--- src/rtl/projective_point_map_defines.svh ---
// ----------------------------------------------------------------------------
// projective_point_map assertion macros
// shared property forms for the point map assertions
// ----------------------------------------------------------------------------
`ifndef PROJECTIVE_POINT_MAP_DEFINES_SVH
`define PROJECTIVE_POINT_MAP_DEFINES_SVH

// same-cycle implication
`define PPM_ASSERT_IMPLY(label, clk, rst, ante, cons, msg) \
   label: assert property (@(posedge clk) disable iff (rst) (ante) |-> (cons)) \
      else $error(msg);

// next-cycle implication
`define PPM_ASSERT_NEXT(label, clk, rst, ante, cons, msg) \
   label: assert property (@(posedge clk) disable iff (rst) (ante) |=> (cons)) \
      else $error(msg);

`endif

--- src/rtl/ppm_pkg.sv ---
// ----------------------------------------------------------------------------
// ppm_pkg
// shared types and constants of the projective point map
// ----------------------------------------------------------------------------
package ppm_pkg;

   localparam int COEF_W    = 48;
   localparam int INDEX_W   = 4;
   localparam int NUM_COEFS = 9;
   localparam int STATUS_W  = 2;

   // map status codes
   localparam logic [STATUS_W-1:0] STATUS_OK   = 2'd0;
   localparam logic [STATUS_W-1:0] STATUS_ZERO = 2'd1;
   localparam logic [STATUS_W-1:0] STATUS_SAT  = 2'd2;

   typedef enum logic {
      REQ_LOAD = 1'b0,
      REQ_MAP  = 1'b1
   } ppm_kind_type;

   // head of the front queue as seen by the back end
   typedef struct packed {
      logic                 valid;
      ppm_kind_type         kind;
      logic [INDEX_W-1:0]   index;
   } ppm_ctrl_type;

endpackage

--- src/rtl/ppm_front.sv ---
// ----------------------------------------------------------------------------
// ppm_front
// accepts request transactions, drops out-of-range loads, queues the rest
// ----------------------------------------------------------------------------
module ppm_front
   import ppm_pkg::*;
#(
   parameter int COORD_BITS = 16
) (
   input  logic                         clock,
   input  logic                         reset,
   input  logic                         req_valid,
   output logic                         req_stall,
   input  logic                         req_type,
   input  logic [INDEX_W-1:0]           req_coef_index,
   input  logic signed [COEF_W-1:0]     req_coef_value,
   input  logic signed [COORD_BITS-1:0] req_in_x,
   input  logic signed [COORD_BITS-1:0] req_in_y,
   input  logic                         adv,
   output ppm_ctrl_type                 q_ctrl,
   output logic signed [COEF_W-1:0]     q_value,
   output logic signed [COORD_BITS-1:0] q_x,
   output logic signed [COORD_BITS-1:0] q_y
);

   localparam int QDEPTH = 4;
   localparam int PTR_W  = $clog2(QDEPTH);
   localparam int CNT_W  = $clog2(QDEPTH + 1);

   ppm_kind_type                 kind_mem  [QDEPTH];
   logic [INDEX_W-1:0]           index_mem [QDEPTH];
   logic signed [COEF_W-1:0]     value_mem [QDEPTH];
   logic signed [COORD_BITS-1:0] x_mem     [QDEPTH];
   logic signed [COORD_BITS-1:0] y_mem     [QDEPTH];

   logic [PTR_W-1:0] wr_ptr_ff, rd_ptr_ff;
   logic [CNT_W-1:0] count_ff;
   logic             accept, keep, push, pop;

   assign req_stall = (count_ff == CNT_W'(QDEPTH));
   assign accept    = req_valid && !req_stall;
   // loads beyond the matrix are swallowed here
   assign keep      = (ppm_kind_type'(req_type) == REQ_MAP)
                      || (req_coef_index < INDEX_W'(NUM_COEFS));
   assign push      = accept && keep;
   assign pop       = adv && (count_ff != '0);

   always_ff @(posedge clock) begin
      if (reset) begin
         wr_ptr_ff <= '0;
         rd_ptr_ff <= '0;
         count_ff  <= '0;
      end else begin
         if (push) begin
            wr_ptr_ff <= wr_ptr_ff + PTR_W'(1);
         end
         if (pop) begin
            rd_ptr_ff <= rd_ptr_ff + PTR_W'(1);
         end
         if (push && !pop) begin
            count_ff <= count_ff + CNT_W'(1);
         end else if (pop && !push) begin
            count_ff <= count_ff - CNT_W'(1);
         end
      end
   end

   always_ff @(posedge clock) begin
      if (push) begin
         kind_mem[wr_ptr_ff]  <= ppm_kind_type'(req_type);
         index_mem[wr_ptr_ff] <= req_coef_index;
         value_mem[wr_ptr_ff] <= req_coef_value;
         x_mem[wr_ptr_ff]     <= req_in_x;
         y_mem[wr_ptr_ff]     <= req_in_y;
      end
   end

   assign q_ctrl.valid = (count_ff != '0);
   assign q_ctrl.kind  = kind_mem[rd_ptr_ff];
   assign q_ctrl.index = index_mem[rd_ptr_ff];
   assign q_value      = value_mem[rd_ptr_ff];
   assign q_x          = x_mem[rd_ptr_ff];
   assign q_y          = y_mem[rd_ptr_ff];

endmodule

--- config.mk ---
export PLATFORM = sky130hd
export DESIGN_NAME = ppm_front
export DESIGN_NICKNAME = d
export VERILOG_FILES = /design/src/rtl/projective_point_map_defines.svh /design/src/rtl/ppm_pkg.sv /design/src/rtl/ppm_front.sv
export SDC_FILE = /design/constraint.sdc
export NUM_CORES = 1
export LEC_CHECK = 0
export BUFFER_PORTS_ARGS = -buffer_cell sky130_fd_sc_hd__buf_2
export CAP_MARGIN = 0
export CORE_MARGIN = 3
export CORE_UTILIZATION = 57
export CTS_CLUSTER_SIZE = 10
export DETAILED_ROUTE_END_ITERATION = 10
export GPL_ROUTABILITY_DRIVEN = 0
export PLACE_DENSITY_LB_ADDON = 0.15
export SYNTH_ARGS = -nofsm -noshare
export SYNTH_HDL_FRONTEND = slang
export SYNTH_SLANG_ARGS = --single-unit
--- constraint.sdc ---
create_clock -name clock -period 4.2 [get_ports clock]
set_input_delay 0.21 -clock clock [delete_from_list [all_inputs] [get_ports clock]]
set_output_delay 0.21 -clock clock [all_outputs]
set_load 0.01 [all_outputs]
# [Yosys cells after proc, flatten, opt, wreduce, memory -nomap -nowiden]
# Memories as Yosys holds them, arrays and structs flattened. A register that Yosys moved wholly into a read port is not among the register bits.
# Index checks and enable logic that the tools add are counted.
[op_classes] addsub=4 order_cmp=1 n_eq_ne=1 n_mux=14 n_reduce_logical=11
[op_table] operator="2-bit two-way mux" count=10
[op_table] operator="3-bit two-way mux" count=2
[op_table] operator="1-bit logical AND" count=5
[op_table] operator="2-bit by 1-bit adder with 2-bit output, second input constant" count=2
[op_table] operator="4-bit less-than comparator, second input constant" count=1
[op_table] operator="3-bit by 1-bit adder with 3-bit output, second input constant" count=1
[op_table] operator="3-bit equality test, second input constant" count=1
[op_table] operator="1-bit zero test" count=3
[op_table] operator="3-bit nonzero test" count=1
[op_table] operator="3-bit by 1-bit subtractor with 3-bit output, second input constant" count=1
[op_table] operator="1-bit two-way mux" count=2
[op_table] operator="2-bit nonzero test" count=1
[op_table] operator="1-bit logical OR" count=1
[word_totals] register_bits=7 mem_bits_rw=340 in_bits=89 output_inout_bits=87 word_cells=39 mem_count=5
[mem_list] name="value_mem" words=4 width=48 read_ports=1 rd_clocked_by_memory_dff=1 write_ports=1 line_no="ppm_front.sv:32" source="logic signed [COEF_W-1:0] value_mem [QDEPTH];"
[mem_list] name="x_mem" words=4 width=16 read_ports=1 rd_clocked_by_memory_dff=1 write_ports=1 line_no="ppm_front.sv:33" source="logic signed [COORD_BITS-1:0] x_mem [QDEPTH];"
[mem_list] name="y_mem" words=4 width=16 read_ports=1 rd_clocked_by_memory_dff=1 write_ports=1 line_no="ppm_front.sv:34" source="logic signed [COORD_BITS-1:0] y_mem [QDEPTH];"
[mem_list] name="index_mem" words=4 width=4 read_ports=1 rd_clocked_by_memory_dff=1 write_ports=1 line_no="ppm_front.sv:31" source="logic [INDEX_W-1:0] index_mem [QDEPTH];"
[mem_list] name="kind_mem" words=4 width=1 read_ports=1 rd_clocked_by_memory_dff=1 write_ports=1 line_no="ppm_front.sv:30" source="ppm_kind_type kind_mem [QDEPTH];"

# [Longest topological paths before layout]
# Gate-level depths: netlist of the first run.
[logic_depth] word_depth=8 depth_mapped=8 ltp_nobuf=8

# [Worst setup path before layout of the first run]
# OpenSTA, ideal clock, no wires.
[synth_path] kind="input to register" startpoint="input req_coef_index[2]" endpoint="memory index_mem[3][0] (enable)" setup_ns=0.453 arrival_time_ns=3.053 required_time_ns=3.747 path_slack_ns=0.694 cell_stages=3 n_path_buf=0 path_cell_list="or3_4 -> a311oi_4 -> and2_1"
[synth_via] elab_chain_len=5
[synth_lines] item="from (decl)" line_no="ppm_front.sv:15" source="input logic [INDEX_W-1:0] req_coef_index,"
[synth_lines] item="4-bit less-than comparator" line_no="ppm_front.sv:44" source="|| (req_coef_index < INDEX_W'(NUM_COEFS));"
[synth_lines] item="1-bit logical OR" line_no="ppm_front.sv:44"
[synth_lines] item="1-bit logical AND" line_no="ppm_front.sv:45" source="assign push = accept && keep;"
[synth_lines] item="net push" line_no="ppm_front.sv:38" source="logic accept, keep, push, pop;"
[synth_lines] item="1-bit two-way mux" line_no="ppm_front.sv:69" source="if (push) begin"
[synth_lines] item="1-bit two-way mux (implied by the code)" line_no="ppm_front.sv:71" source="index_mem[wr_ptr_ff] <= req_coef_index;"
[synth_lines] item="to (decl)" line_no="ppm_front.sv:31"
# The timed path passes the listed nets, and every way through them passes these cells.

==> results.py, run 1 <==
metrics = {
    "run_status": {
        "status": "finished clean",
    },
    "drt": {
        "drtIter0Drc": 367,
        "avgRoutedWirePerCell_um": 21.7,
        "wl_um": 23400,
        "drtPass1Iterations": 4,
        "ant_nets": 0,
        "num_vias": 6068,
        "drc": 0,
        "wl_met3_um": 1580,
        "top_layer_used": "met4",
        "wl_met1_um": 9840,
        "met2_length_um": 11600,
        "viasPerCell": 5.62,
    },
    "synth": {
        "postSynthCellCount": 494,
        "synth_area_sq_um": 12700,
        "synth_edf_count": 340,
        "synthFlopType": "edfxtp_1",
        "ys_seq_elements": 349,
        "yosysUniqueCellTypes": 25,
        "yosys_warnings": 0,
        "async_reset_ff_share_pct": 0,
        "yosysSeqAreaShare_pct": 81.7,
        "syn-num-nets": 589,
        "syn_area_per_cell_sq_um": 25.7,
    },
    "setup_path": {
        "cp_max_fo": 31,
        "start_kind": "register",
        "reg2reg_to": "value_mem[2][4]$_DFFE_PP_",
        "cp.required_ps": 3990,
        "arrival_ps": 2510,
        "cp-endpoint": "q_x[9]",
        "timing.rr.start": "count_ff[0]$_SDFFE_PP0P_",
        "rr_worst_depth": 4,
        "critPathCaptureType": "primary output",
        "path_class": "register to primary output",
        "r2r_setup_slack_ps": 1700,
    },
    "clock_tree": {
        "htree_levels": 2,
        "path_clk_slew_ps": 50,
        "cts_buffers": 41,
        "clk_latency_ps": 510,
        "post_cts_resize_count": 0,
        "cts_buffer_depth": 3,
        "tritoncts": "built",
        "cts_num_sinks": 349,
        "cts-root-buf": "clkbuf_16",
    },
    "grt": {
        "track_usage_pct": 20.0,
        "grt_pass1_wl_um": 37100,
        "antenna_found_initial": 0,
        "grt_max_degree": 52,
        "grt_pass1_vias": 6514,
        "gr-total-overflow": 0,
    },
    "power_and_ir_drop": {
        "p_switching_mw": 2.26,
        "clkPwrFrac_pct": 32.9,
        "switching_share_pct": 24.6,
        "finalPower_mw": 9.19,
        "peakVddDrop_v": 0.000381,
        "leakage_nw": 5.44,
        "comb_power_share_pct": 20.4,
        "internal_power_mw": 6.93,
        "seqPwrFrac_pct": 46.7,
        "powerDensity_nw_per_um2": 575,
    },
    "floorplan": {
        "start_util_pct": 58.1,
        "rows": 54,
        "die_height_um": 155,
        "fp.coreArea_sq_um": 21900,
        "dieWidth_um": 155,
        "io_pins": 176,
        "dieArea_sq_um": 24100,
    },
    "cells_and_area": {
        "nets": 881,
        "n_antenna_cell": 0,
        "fillers": 1309,
        "area_delta_synth_final_pct": 25.7,
        "fin_cells": 1079,
        "drive_above_1_share_pct": 40.3,
    },
    "flow_run": {
        "maxCapViolCount": 0,
    },
    "sta": {
        "timing.fmax_ghz": 0.368,
        "rsz0062_at_grt": "no",
        "finalCritPeriodShare_pct": 64.7,
        "period_needed_ps": 2720,
        "finalHoldViolCount": 0,
        "relSlewSlack_pct": 46.5,
        "worst-slew-pin-transition_ps": 802,
        "skew_ps": 16.2,
        "setup-violations-final": 0,
        "setup_tns_ps": 0,
        "slew_viol_final": 0,
    },
    "placement": {
        "dpl.cell_count": 937,
        "io_buffers": 175,
        "dpl.hpwl_um": 13600,
    },
    "min_path": {
        "hp-class": "input port to register",
    },
}
[routing by layer]
| metal | vias up | GRT usage (%) |
|---|---|---|
| met4 | 0 | 5.25 |
| met5 | - | 0 |
| met3 | 39 | 4.26 |
| met1 | 3128 | 29.5 |
| li1 | 2691 | - |
| met2 | 210 | 31.4 |
[cells in the mapped netlist, types with 4 or more instances]
cell | count | area (sq um)
buf_1 | 6 | 22.5
buf_2 | 9 | 45.0
clkbuf_1 | 4 | 15.0
dfxtp_1 | 9 | 180
edfxtp_1 | 340 | 10200
ha_1 | 5 | 62.6
inv_1 | 5 | 18.8
mux4_2 | 85 | 1910
nor2_1 | 7 | 26.3
xor2_1 | 4 | 35.0
[per-stage QoR]
stage                     hold WS, ps  util [%]  instance area, sq um  worst slack (ps)
after floorplan                   309         -                 12700               694
after global placement            419      63.9                 14000              1540
after detailed placement          427      63.9                 14000              1510
after CTS                        76.9      73.0                 16000              1370
after global routing              104      73.0                 16000              1250
final                            97.8      73.0                 16000              1480
[how the worst min path moves through the flow]
| stage | startpoint | endpoint | depth (start not counted) |
|---|---|---|---|
| final | adv | register | 4 |
| after global routing | adv | register | 4 |
| after CTS | adv | register | 4 |
| after detailed placement | req_in_y[6] | y_mem[1][6]$_DFFE_PP_ | 1 |
| after global placement | req_in_y[6] | y_mem[0][6]$_DFFE_PP_ | 1 |
| after floorplan | req_coef_index[0] | index_mem[0][0]$_DFFE_PP_ | 0 |
[final cells by class]
| type | instances | area (sq um) | area share [%] |
|---|---|---|---|
| clock inverter | 2 | 17.5 | 0.110 |
| timing repair buffer | 269 | 1860 | 11.6 |
| tap | 280 | 350 | 2.19 |
| multi-input combinational | 120 | 2220 | 13.9 |
| clock buffer | 54 | 1120 | 6.99 |
| inverter | 5 | 18.8 | 0.117 |
| sequential | 349 | 10400 | 65.0 |
[cells in the final DEF, fill, tap and decap left out, drive strengths merged, types with 4 or more instances in the layout]
cell         count
and2             4
buf            183
clkbuf          54
dfxtp            9
dlygate4sd3     86
edfxtp         340
ha               5
inv              7
mux4            85
nor2             7
xor2             4
[repair_timing]
action,CTS,global route
hold buffers,86,0
endpoints found under the hold margin,346,0
setup endpoints to repair,0,0
setup buffers,0,0
[registers in the layout, indices dropped and copies added (netlist names), named ones only]
signal,cells
value_mem,192
x_mem,64
y_mem,64
index_mem,16
kind_mem,4
count_ff,3
rd_ptr_ff,2
wr_ptr_ff,2
[logic make-up after synthesis]
logic type | count (synthesis) | share of synthesized area, %
flip-flops | 349 | 81.7
buffers and inverters | 25 | 0.856
XOR/XNOR | 4 | 0.275
adder cells (fa/ha/maj) | 6 | 0.649
AO/OA/AOI/OAI | 5 | 0.413
AND/OR/NAND/NOR | 17 | 0.767
multiplexers | 88 | 15.3
[power by group through the flow]
| stage | Clock (mW) | Combinational, mW | Sequential (mW) |
|---|---|---|---|
| finish | 3.02 | 1.87 | 4.29 |
| global route | 3.23 | 2.02 | 4.33 |
| CTS | 3.09 | 1.92 | 4.30 |
| detailed placement | 0 | 1.84 | 4.37 |
| global placement | 0 | 1.83 | 4.35 |
| floorplan | 0 | 1.25 | 4.25 |
[critical path: stages (launching register included)]
cell and delay [ps]:
dfxtp_4 760, buf_4 480, mux4_2 580, buf_2 160
No activity file was read; power rests on OpenSTA's default activity.
==> run 2, diff against run 1 <==
==> constraint.sdc (replaced) <==
create_clock -name clock -period 2.6 [get_ports clock]
set_input_delay 0.13 -clock clock [delete_from_list [all_inputs] [get_ports clock]]
set_output_delay 0.13 -clock clock [all_outputs]
set_load 0.01 [all_outputs]
==> results.py, run 2 (same netlist as run 1, synthesis figures left out) <==
metrics = {
    "run_status": {
        "status": "finished clean",
    },
    "power_and_ir_drop": {
        "clkPwrFrac_pct": 32.3,
        "seqPwrFrac_pct": 46.3,
        "leakage_nw": 5.50,
        "peakVddDrop_v": 0.000677,
        "p_switching_mw": 3.70,
        "powerDensity_nw_per_um2": 922,
        "comb_power_share_pct": 21.4,
        "internal_power_mw": 11.2,
        "switching_share_pct": 24.9,
    },
    "sta": {
        "setup-violations-final": 0,
        "finalHoldViolCount": 0,
        "rsz0062_at_grt": "no",
        "slew_viol_final": 0,
        "fin_ws_ps": 150,
        "worst-slew-pin-transition_ps": 497,
        "setup_tns_ps": 0,
        "relSlewSlack_pct": 66.9,
        "period_needed_ps": 2450,
        "finalCritPeriodShare_pct": 94.2,
        "holdWs_ps": 69.3,
        "timing.fmax_ghz": 0.408,
        "skew_ps": 20.1,
    },
    "drt": {
        "avgRoutedWirePerCell_um": 22.1,
        "ant_nets": 0,
        "drc": 0,
        "drtPass1Iterations": 4,
        "drtIter0Drc": 456,
        "wl_um": 24200,
        "viasPerCell": 5.66,
        "num_vias": 6196,
    },
    "setup_path": {
        "timing.rr.start": "count_ff[0]$_SDFFE_PP0P_",
        "slowest_stage": "dlygate4sd3_1",
        "path_class": "input port to register",
        "crit_buf_inv": 3,
        "rr_worst_depth": 8,
        "cpPeakStageDelay_ps": 530,
        "critPathTopFamily": "buffers and inverters",
        "path_cells": "dlygate4sd3_1 > buf_2 > or3_4 > a311oi_4 > ha_1 > inv_1 > fa_1 > xor2_1 > or3_1 > a21oi_1",
        "cp_max_fo": 5,
        "arrival_ps": 2880,
        "start_kind": "input port",
        "critPathCaptureType": "register",
        "cp.required_ps": 3030,
        "reg2reg_to": "count_ff[2]$_SDFFE_PP0P_",
        "r2r_setup_slack_ps": 290,
    },
    "cells_and_area": {
        "largest_register_ffs": 192,
        "reg.largest.list": "value_mem (192), x_mem (64), y_mem (64)",
        "fillers": 1266,
        "area_delta_synth_final_pct": 27.0,
        "nets": 891,
        "final_cell_mix": "edfxtp_1, buf_2, dlygate4sd3_1, mux4_2, clkbuf_16",
        "drive_above_1_share_pct": 40.7,
        "final_common_cell": "edfxtp_1",
        "top_register": "value_mem",
    },
    "clock_tree": {
        "clk_latency_ps": 510,
        "path_clk_slew_ps": 50,
        "tritoncts": "built",
        "cts-root-buf": "clkbuf_16",
        "cts_num_sinks": 349,
        "cts_buffer_depth": 3,
        "cts_buffers": 41,
        "post-cts-setup-buffer-count": 0,
        "htree_levels": 2,
    },
    "floorplan": {
        "rows": 54,
        "die_height_um": 155,
        "fp.coreArea_sq_um": 21900,
        "start_util_pct": 58.1,
        "dieWidth_um": 155,
        "dieArea_sq_um": 24100,
        "io_pins": 176,
    },
    "placement": {
        "dp_slack_ps": 195,
        "dpl.hpwl_um": 14500,
        "io_buffers": 175,
    },
    "min_path": {
        "hp-class": "input port to register",
        "holdPathEnd": "rd_ptr_ff[0]$_SDFFE_PP0P_",
        "min-delay-start": "adv",
        "worstHoldPathCells": 4,
    },
    "flow_run": {
        "maxCapViolCount": 0,
    },
    "grt": {
        "antenna_found_initial": 1,
        "grt_pass1_vias": 6738,
        "track_usage_pct": 20.5,
        "grt_pass1_wl_um": 37900,
        "grt_max_degree": 39,
        "gr-total-overflow": 0,
    },
}
==> run 2: final cells by class <==
class                      instances  area [sq um]  share of cell area [%]
inverter                           5          18.8                   0.116
multi-input combinational        120          2220                    13.8
timing repair buffer             279          2050                    12.7
clock inverter                     3          26.3                   0.163
antenna                            1          2.50                  0.0155
sequential                       349         10400                    64.4
tap                              280           350                    2.17
clock buffer                      57          1090                    6.72
==> run 2: what timing repair did <==
action	4_1_cts	5_1_grt
resized for setup	0	0
endpoints found under the hold margin	347	0
hold buffers	86	0
==> run 2: through the flow <==
step | instance area (sq um) | instances | utilization [%] | power [mW]
6_report | 16200 | 1094 | 73.8 | 14.9
5_1_grt | 16200 | 1094 | 73.8 | 15.5
4_1_cts | 16200 | 1093 | 73.8 | 15.1
3_5_place_dp | 14200 | 947 | 64.8 | 10.1
3_3_place_gp | 14200 | 947 | 64.8 | 10.1
2_1_floorplan | 12700 | 494 | - | 8.88
==> run 2: worst max path at each step <==
stage                             start                   endpoint  slack [ps]  depth (start not counted)
5_1_grt               req_coef_index[2]   count_ff[2]$_SDFFE_PP0P_          90                         10
6_report              req_coef_index[2]   count_ff[2]$_SDFFE_PP0P_         150                         10
4_1_cts               req_coef_index[2]   count_ff[2]$_SDFFE_PP0P_         170                         10
3_5_place_dp          req_coef_index[2]   count_ff[2]$_SDFFE_PP0P_         190                          9
3_3_place_gp          req_coef_index[2]   count_ff[2]$_SDFFE_PP0P_         330                          9
2_1_floorplan  count_ff[0]$_SDFFE_PP0P_  index_mem[0][0]$_DFFE_PP_          70                          3
==> run 2: tightest hold or removal path, cell delays in order <==
cell	delay [ps]
buf_2	110
o31ai_1	110
xor2_1	100
nor2_1	80
==> run 2: power groups by stage <==
stage	registers, mW	clock network (mW)	logic [mW]
6_report	6.90	4.80	3.18
5_1_grt	6.94	5.16	3.43
4_1_cts	6.91	4.91	3.25
3_5_place_dp	7.01	0	3.12
3_3_place_gp	6.98	0	3.10
2_1_floorplan	6.86	0	2.02
==> run 2: metal layers <==
metal,part of all wire (%),GRT usage (%),up-vias
li1,-,-,2722
met2,51,33.9,185
met4,2.6,6.54,0
met1,40,27.6,3241
met5,0,0,-
met3,5.9,4.67,48
==> run 3, diff against run 2 <==
--- a/config.mk
+++ b/config.mk
@@ -8,7 +8,8 @@
 export BUFFER_PORTS_ARGS = -buffer_cell sky130_fd_sc_hd__buf_2
 export CAP_MARGIN = 0
 export CORE_MARGIN = 3
-export CORE_UTILIZATION = 57
+export CORE_UTILIZATION = 59
+export CTS_BUF_LIST = sky130_fd_sc_hd__clkbuf_4 sky130_fd_sc_hd__clkbuf_8
 export CTS_CLUSTER_SIZE = 10
 export DETAILED_ROUTE_END_ITERATION = 10
 export GPL_ROUTABILITY_DRIVEN = 0
==> results.py, run 3 (same netlist as run 1, synthesis figures left out) <==
metrics = {
    "setup_path": {
        "crit_buf_inv": 3,
        "rr_worst_depth": 8,
        "path_class": "input port to register",
        "critPathTopFamily": "buffers and inverters",
        "cpPeakStageDelay_ps": 520,
        "arrival_ps": 2850,
        "slowest_stage": "dlygate4sd3_1",
        "r2r_setup_slack_ps": 290,
        "start_kind": "input port",
        "path_cells": "dlygate4sd3_1 > buf_2 > or3_4 > a311oi_4 > ha_1 > inv_1 > fa_1 > xor2_1 > or3_1 > a21oi_1",
        "reg2reg_to": "count_ff[2]$_SDFFE_PP0P_",
        "critPathCaptureType": "register",
        "cp.required_ps": 3080,
        "timing.rr.start": "count_ff[0]$_SDFFE_PP0P_",
        "cp_max_fo": 5,
    },
    "placement": {
        "dp_slack_ps": 237,
        "io_buffers": 175,
        "placed_area_sq_um": 14100,
        "dpl.hpwl_um": 13800,
        "dpl.cell_count": 943,
    },
    "min_path": {
        "worstHoldPathCells": 5,
        "min-delay-start": "req_valid",
        "holdPathEnd": "wr_ptr_ff[1]$_SDFFE_PP0P_",
        "hp-class": "input port to register",
    },
    "cells_and_area": {
        "final_cell_mix": "edfxtp_1, buf_2, dlygate4sd3_1, mux4_2, clkbuf_8",
        "fillers": 1166,
        "n_antenna_cell": 0,
        "largest_register_ffs": 192,
        "multi_input_area_sq_um": 2220,
        "drive_above_1_share_pct": 44.2,
        "nets": 907,
        "reg.largest.list": "value_mem (192), x_mem (64), y_mem (64)",
        "area_delta_synth_final_pct": 26.7,
        "seqCellArea_sq_um": 10400,
        "top_register": "value_mem",
        "final_common_cell": "edfxtp_1",
        "final_area_sq_um": 16100,
        "fin_cells": 1132,
    },
    "power_and_ir_drop": {
        "internal_power_mw": 10.8,
        "switching_share_pct": 25.5,
        "p_switching_mw": 3.70,
        "seqPwrFrac_pct": 47.2,
        "comb_power_share_pct": 22.1,
        "clkPwrFrac_pct": 30.7,
        "peakVddDrop_v": 0.000612,
        "powerDensity_nw_per_um2": 899,
        "leakage_nw": 5.56,
        "finalPower_mw": 14.5,
    },
    "floorplan": {
        "rows": 53,
        "io_pins": 176,
        "dieArea_sq_um": 23300,
        "fp.coreArea_sq_um": 21100,
        "die_height_um": 153,
        "dieWidth_um": 153,
        "start_util_pct": 60.3,
    },
    "sta": {
        "finalCritPeriodShare_pct": 91.0,
        "skew_ps": 13.3,
        "slew_viol_final": 0,
        "timing.fmax_ghz": 0.422,
        "relSlewSlack_pct": 64.0,
        "setup-violations-final": 0,
        "period_needed_ps": 2370,
        "fin_ws_ps": 233,
        "setup_tns_ps": 0,
        "worst-slew-pin-transition_ps": 541,
        "rsz0062_at_grt": "no",
        "finalHoldViolCount": 0,
    },
    "drt": {
        "drtIter0Drc": 451,
        "avgRoutedWirePerCell_um": 20.6,
        "ant_nets": 0,
        "num_vias": 6171,
        "wl_um": 23400,
        "viasPerCell": 5.45,
        "drtPass1Iterations": 5,
        "drc": 0,
    },
    "clock_tree": {
        "clk_latency_ps": 560,
        "cts_num_sinks": 349,
        "cts-root-buf": "clkbuf_8",
        "htree_levels": 2,
        "cts_buffer_depth": 3,
        "path_clk_slew_ps": 70,
        "cts_buffers": 54,
        "post-cts-setup-buffer-count": 0,
        "tritoncts": "built",
    },
    "run_status": {
        "status": "finished clean",
    },
    "grt": {
        "track_usage_pct": 20.5,
        "grt_max_degree": 55,
        "grt_pass1_vias": 6855,
        "antenna_found_initial": 0,
        "grt_pass1_wl_um": 37500,
        "gr-total-overflow": 0,
    },
    "flow_run": {
        "maxCapViolCount": 0,
    },
}
[run 3: cell types whose count changed in the layout (fill, tap and decap cells not counted), moves of 4 or more]
cell | previous run | this run
clkbuf_1 | 16 | 0
buf_12 | 14 | 10
clkbuf_4 | 0 | 17
clkinv_1 | 0 | 10
clkinv_2 | 0 | 9
buf_4 | 4 | 9
clkbuf_16 | 41 | 0
clkbuf_8 | 0 | 64
[run 3: power by group through the flow]
stage / combinational [mW] / sequential, mW / clock, mW
final: 3.20 / 6.84 / 4.45
after global routing: 3.47 / 6.88 / 4.79
after CTS: 3.28 / 6.84 / 4.54
after detailed placement: 3.16 / 6.95 / 0
after global placement: 3.12 / 6.91 / 0
after floorplan: 2.02 / 6.86 / 0
[run 3: area by class of cell]
| cell class | count | share of cell area, % |
|---|---|---|
| Timing Repair Buffer | 282 | 12.6 |
| Clock buffer | 81 | 6.26 |
| Sequential cell | 349 | 64.5 |
| Clock inverter | 20 | 0.559 |
| Inverter | 5 | 0.117 |
| Tap cell | 275 | 2.14 |
| Multi-Input combinational cell | 120 | 13.8 |
[run 3: what timing repair did]
item,in CTS,in global routing
hold buffers,88,0
resized for setup,0,0
endpoints found under the hold margin,349,0
[run 3: metrics by stage]
stage	utilization (%)	hold slack [ps]
after CTS	76.4	109
after global routing	76.4	134
after floorplan	-	229
final	76.4	143
after global placement	67.0	339
after detailed placement	67.0	346
[run 3: per-layer routing]
| metal | routed length (um) | track usage (%) | vias to the layer above |
|---|---|---|---|
| met5 | 0 | 0 | - |
| li1 | - | - | 2764 |
| met1 | 9390 | 27.2 | 3144 |
| met3 | 1490 | 5.57 | 42 |
| met2 | 12000 | 34.1 | 221 |
| met4 | 499 | 6.32 | 0 |
[run 3: worst reg2reg max path, cell delays in order (launching register included)]
cell	delay [ps]
dfxtp_1	470
nor3b_1	140
a311oi_4	330
ha_1	250
inv_1	60
fa_1	380
xor2_1	170
or3_1	310
a21oi_1	140
[run 3: worst max path at each step]
stage / from / to / slack (ps) / depth (start not counted)
after floorplan: count_ff[0]$_SDFFE_PP0P_ / index_mem[0][0]$_DFFE_PP_ / 70 / 3
after global placement: req_coef_index[2] / count_ff[2]$_SDFFE_PP0P_ / 330 / 9
after detailed placement: req_coef_index[2] / count_ff[2]$_SDFFE_PP0P_ / 240 / 9
after CTS: req_coef_index[2] / count_ff[2]$_SDFFE_PP0P_ / 290 / 10
after global routing: count_ff[0]$_SDFFE_PP0P_ / count_ff[2]$_SDFFE_PP0P_ / 180 / 8
final: req_coef_index[2] / count_ff[2]$_SDFFE_PP0P_ / 230 / 10
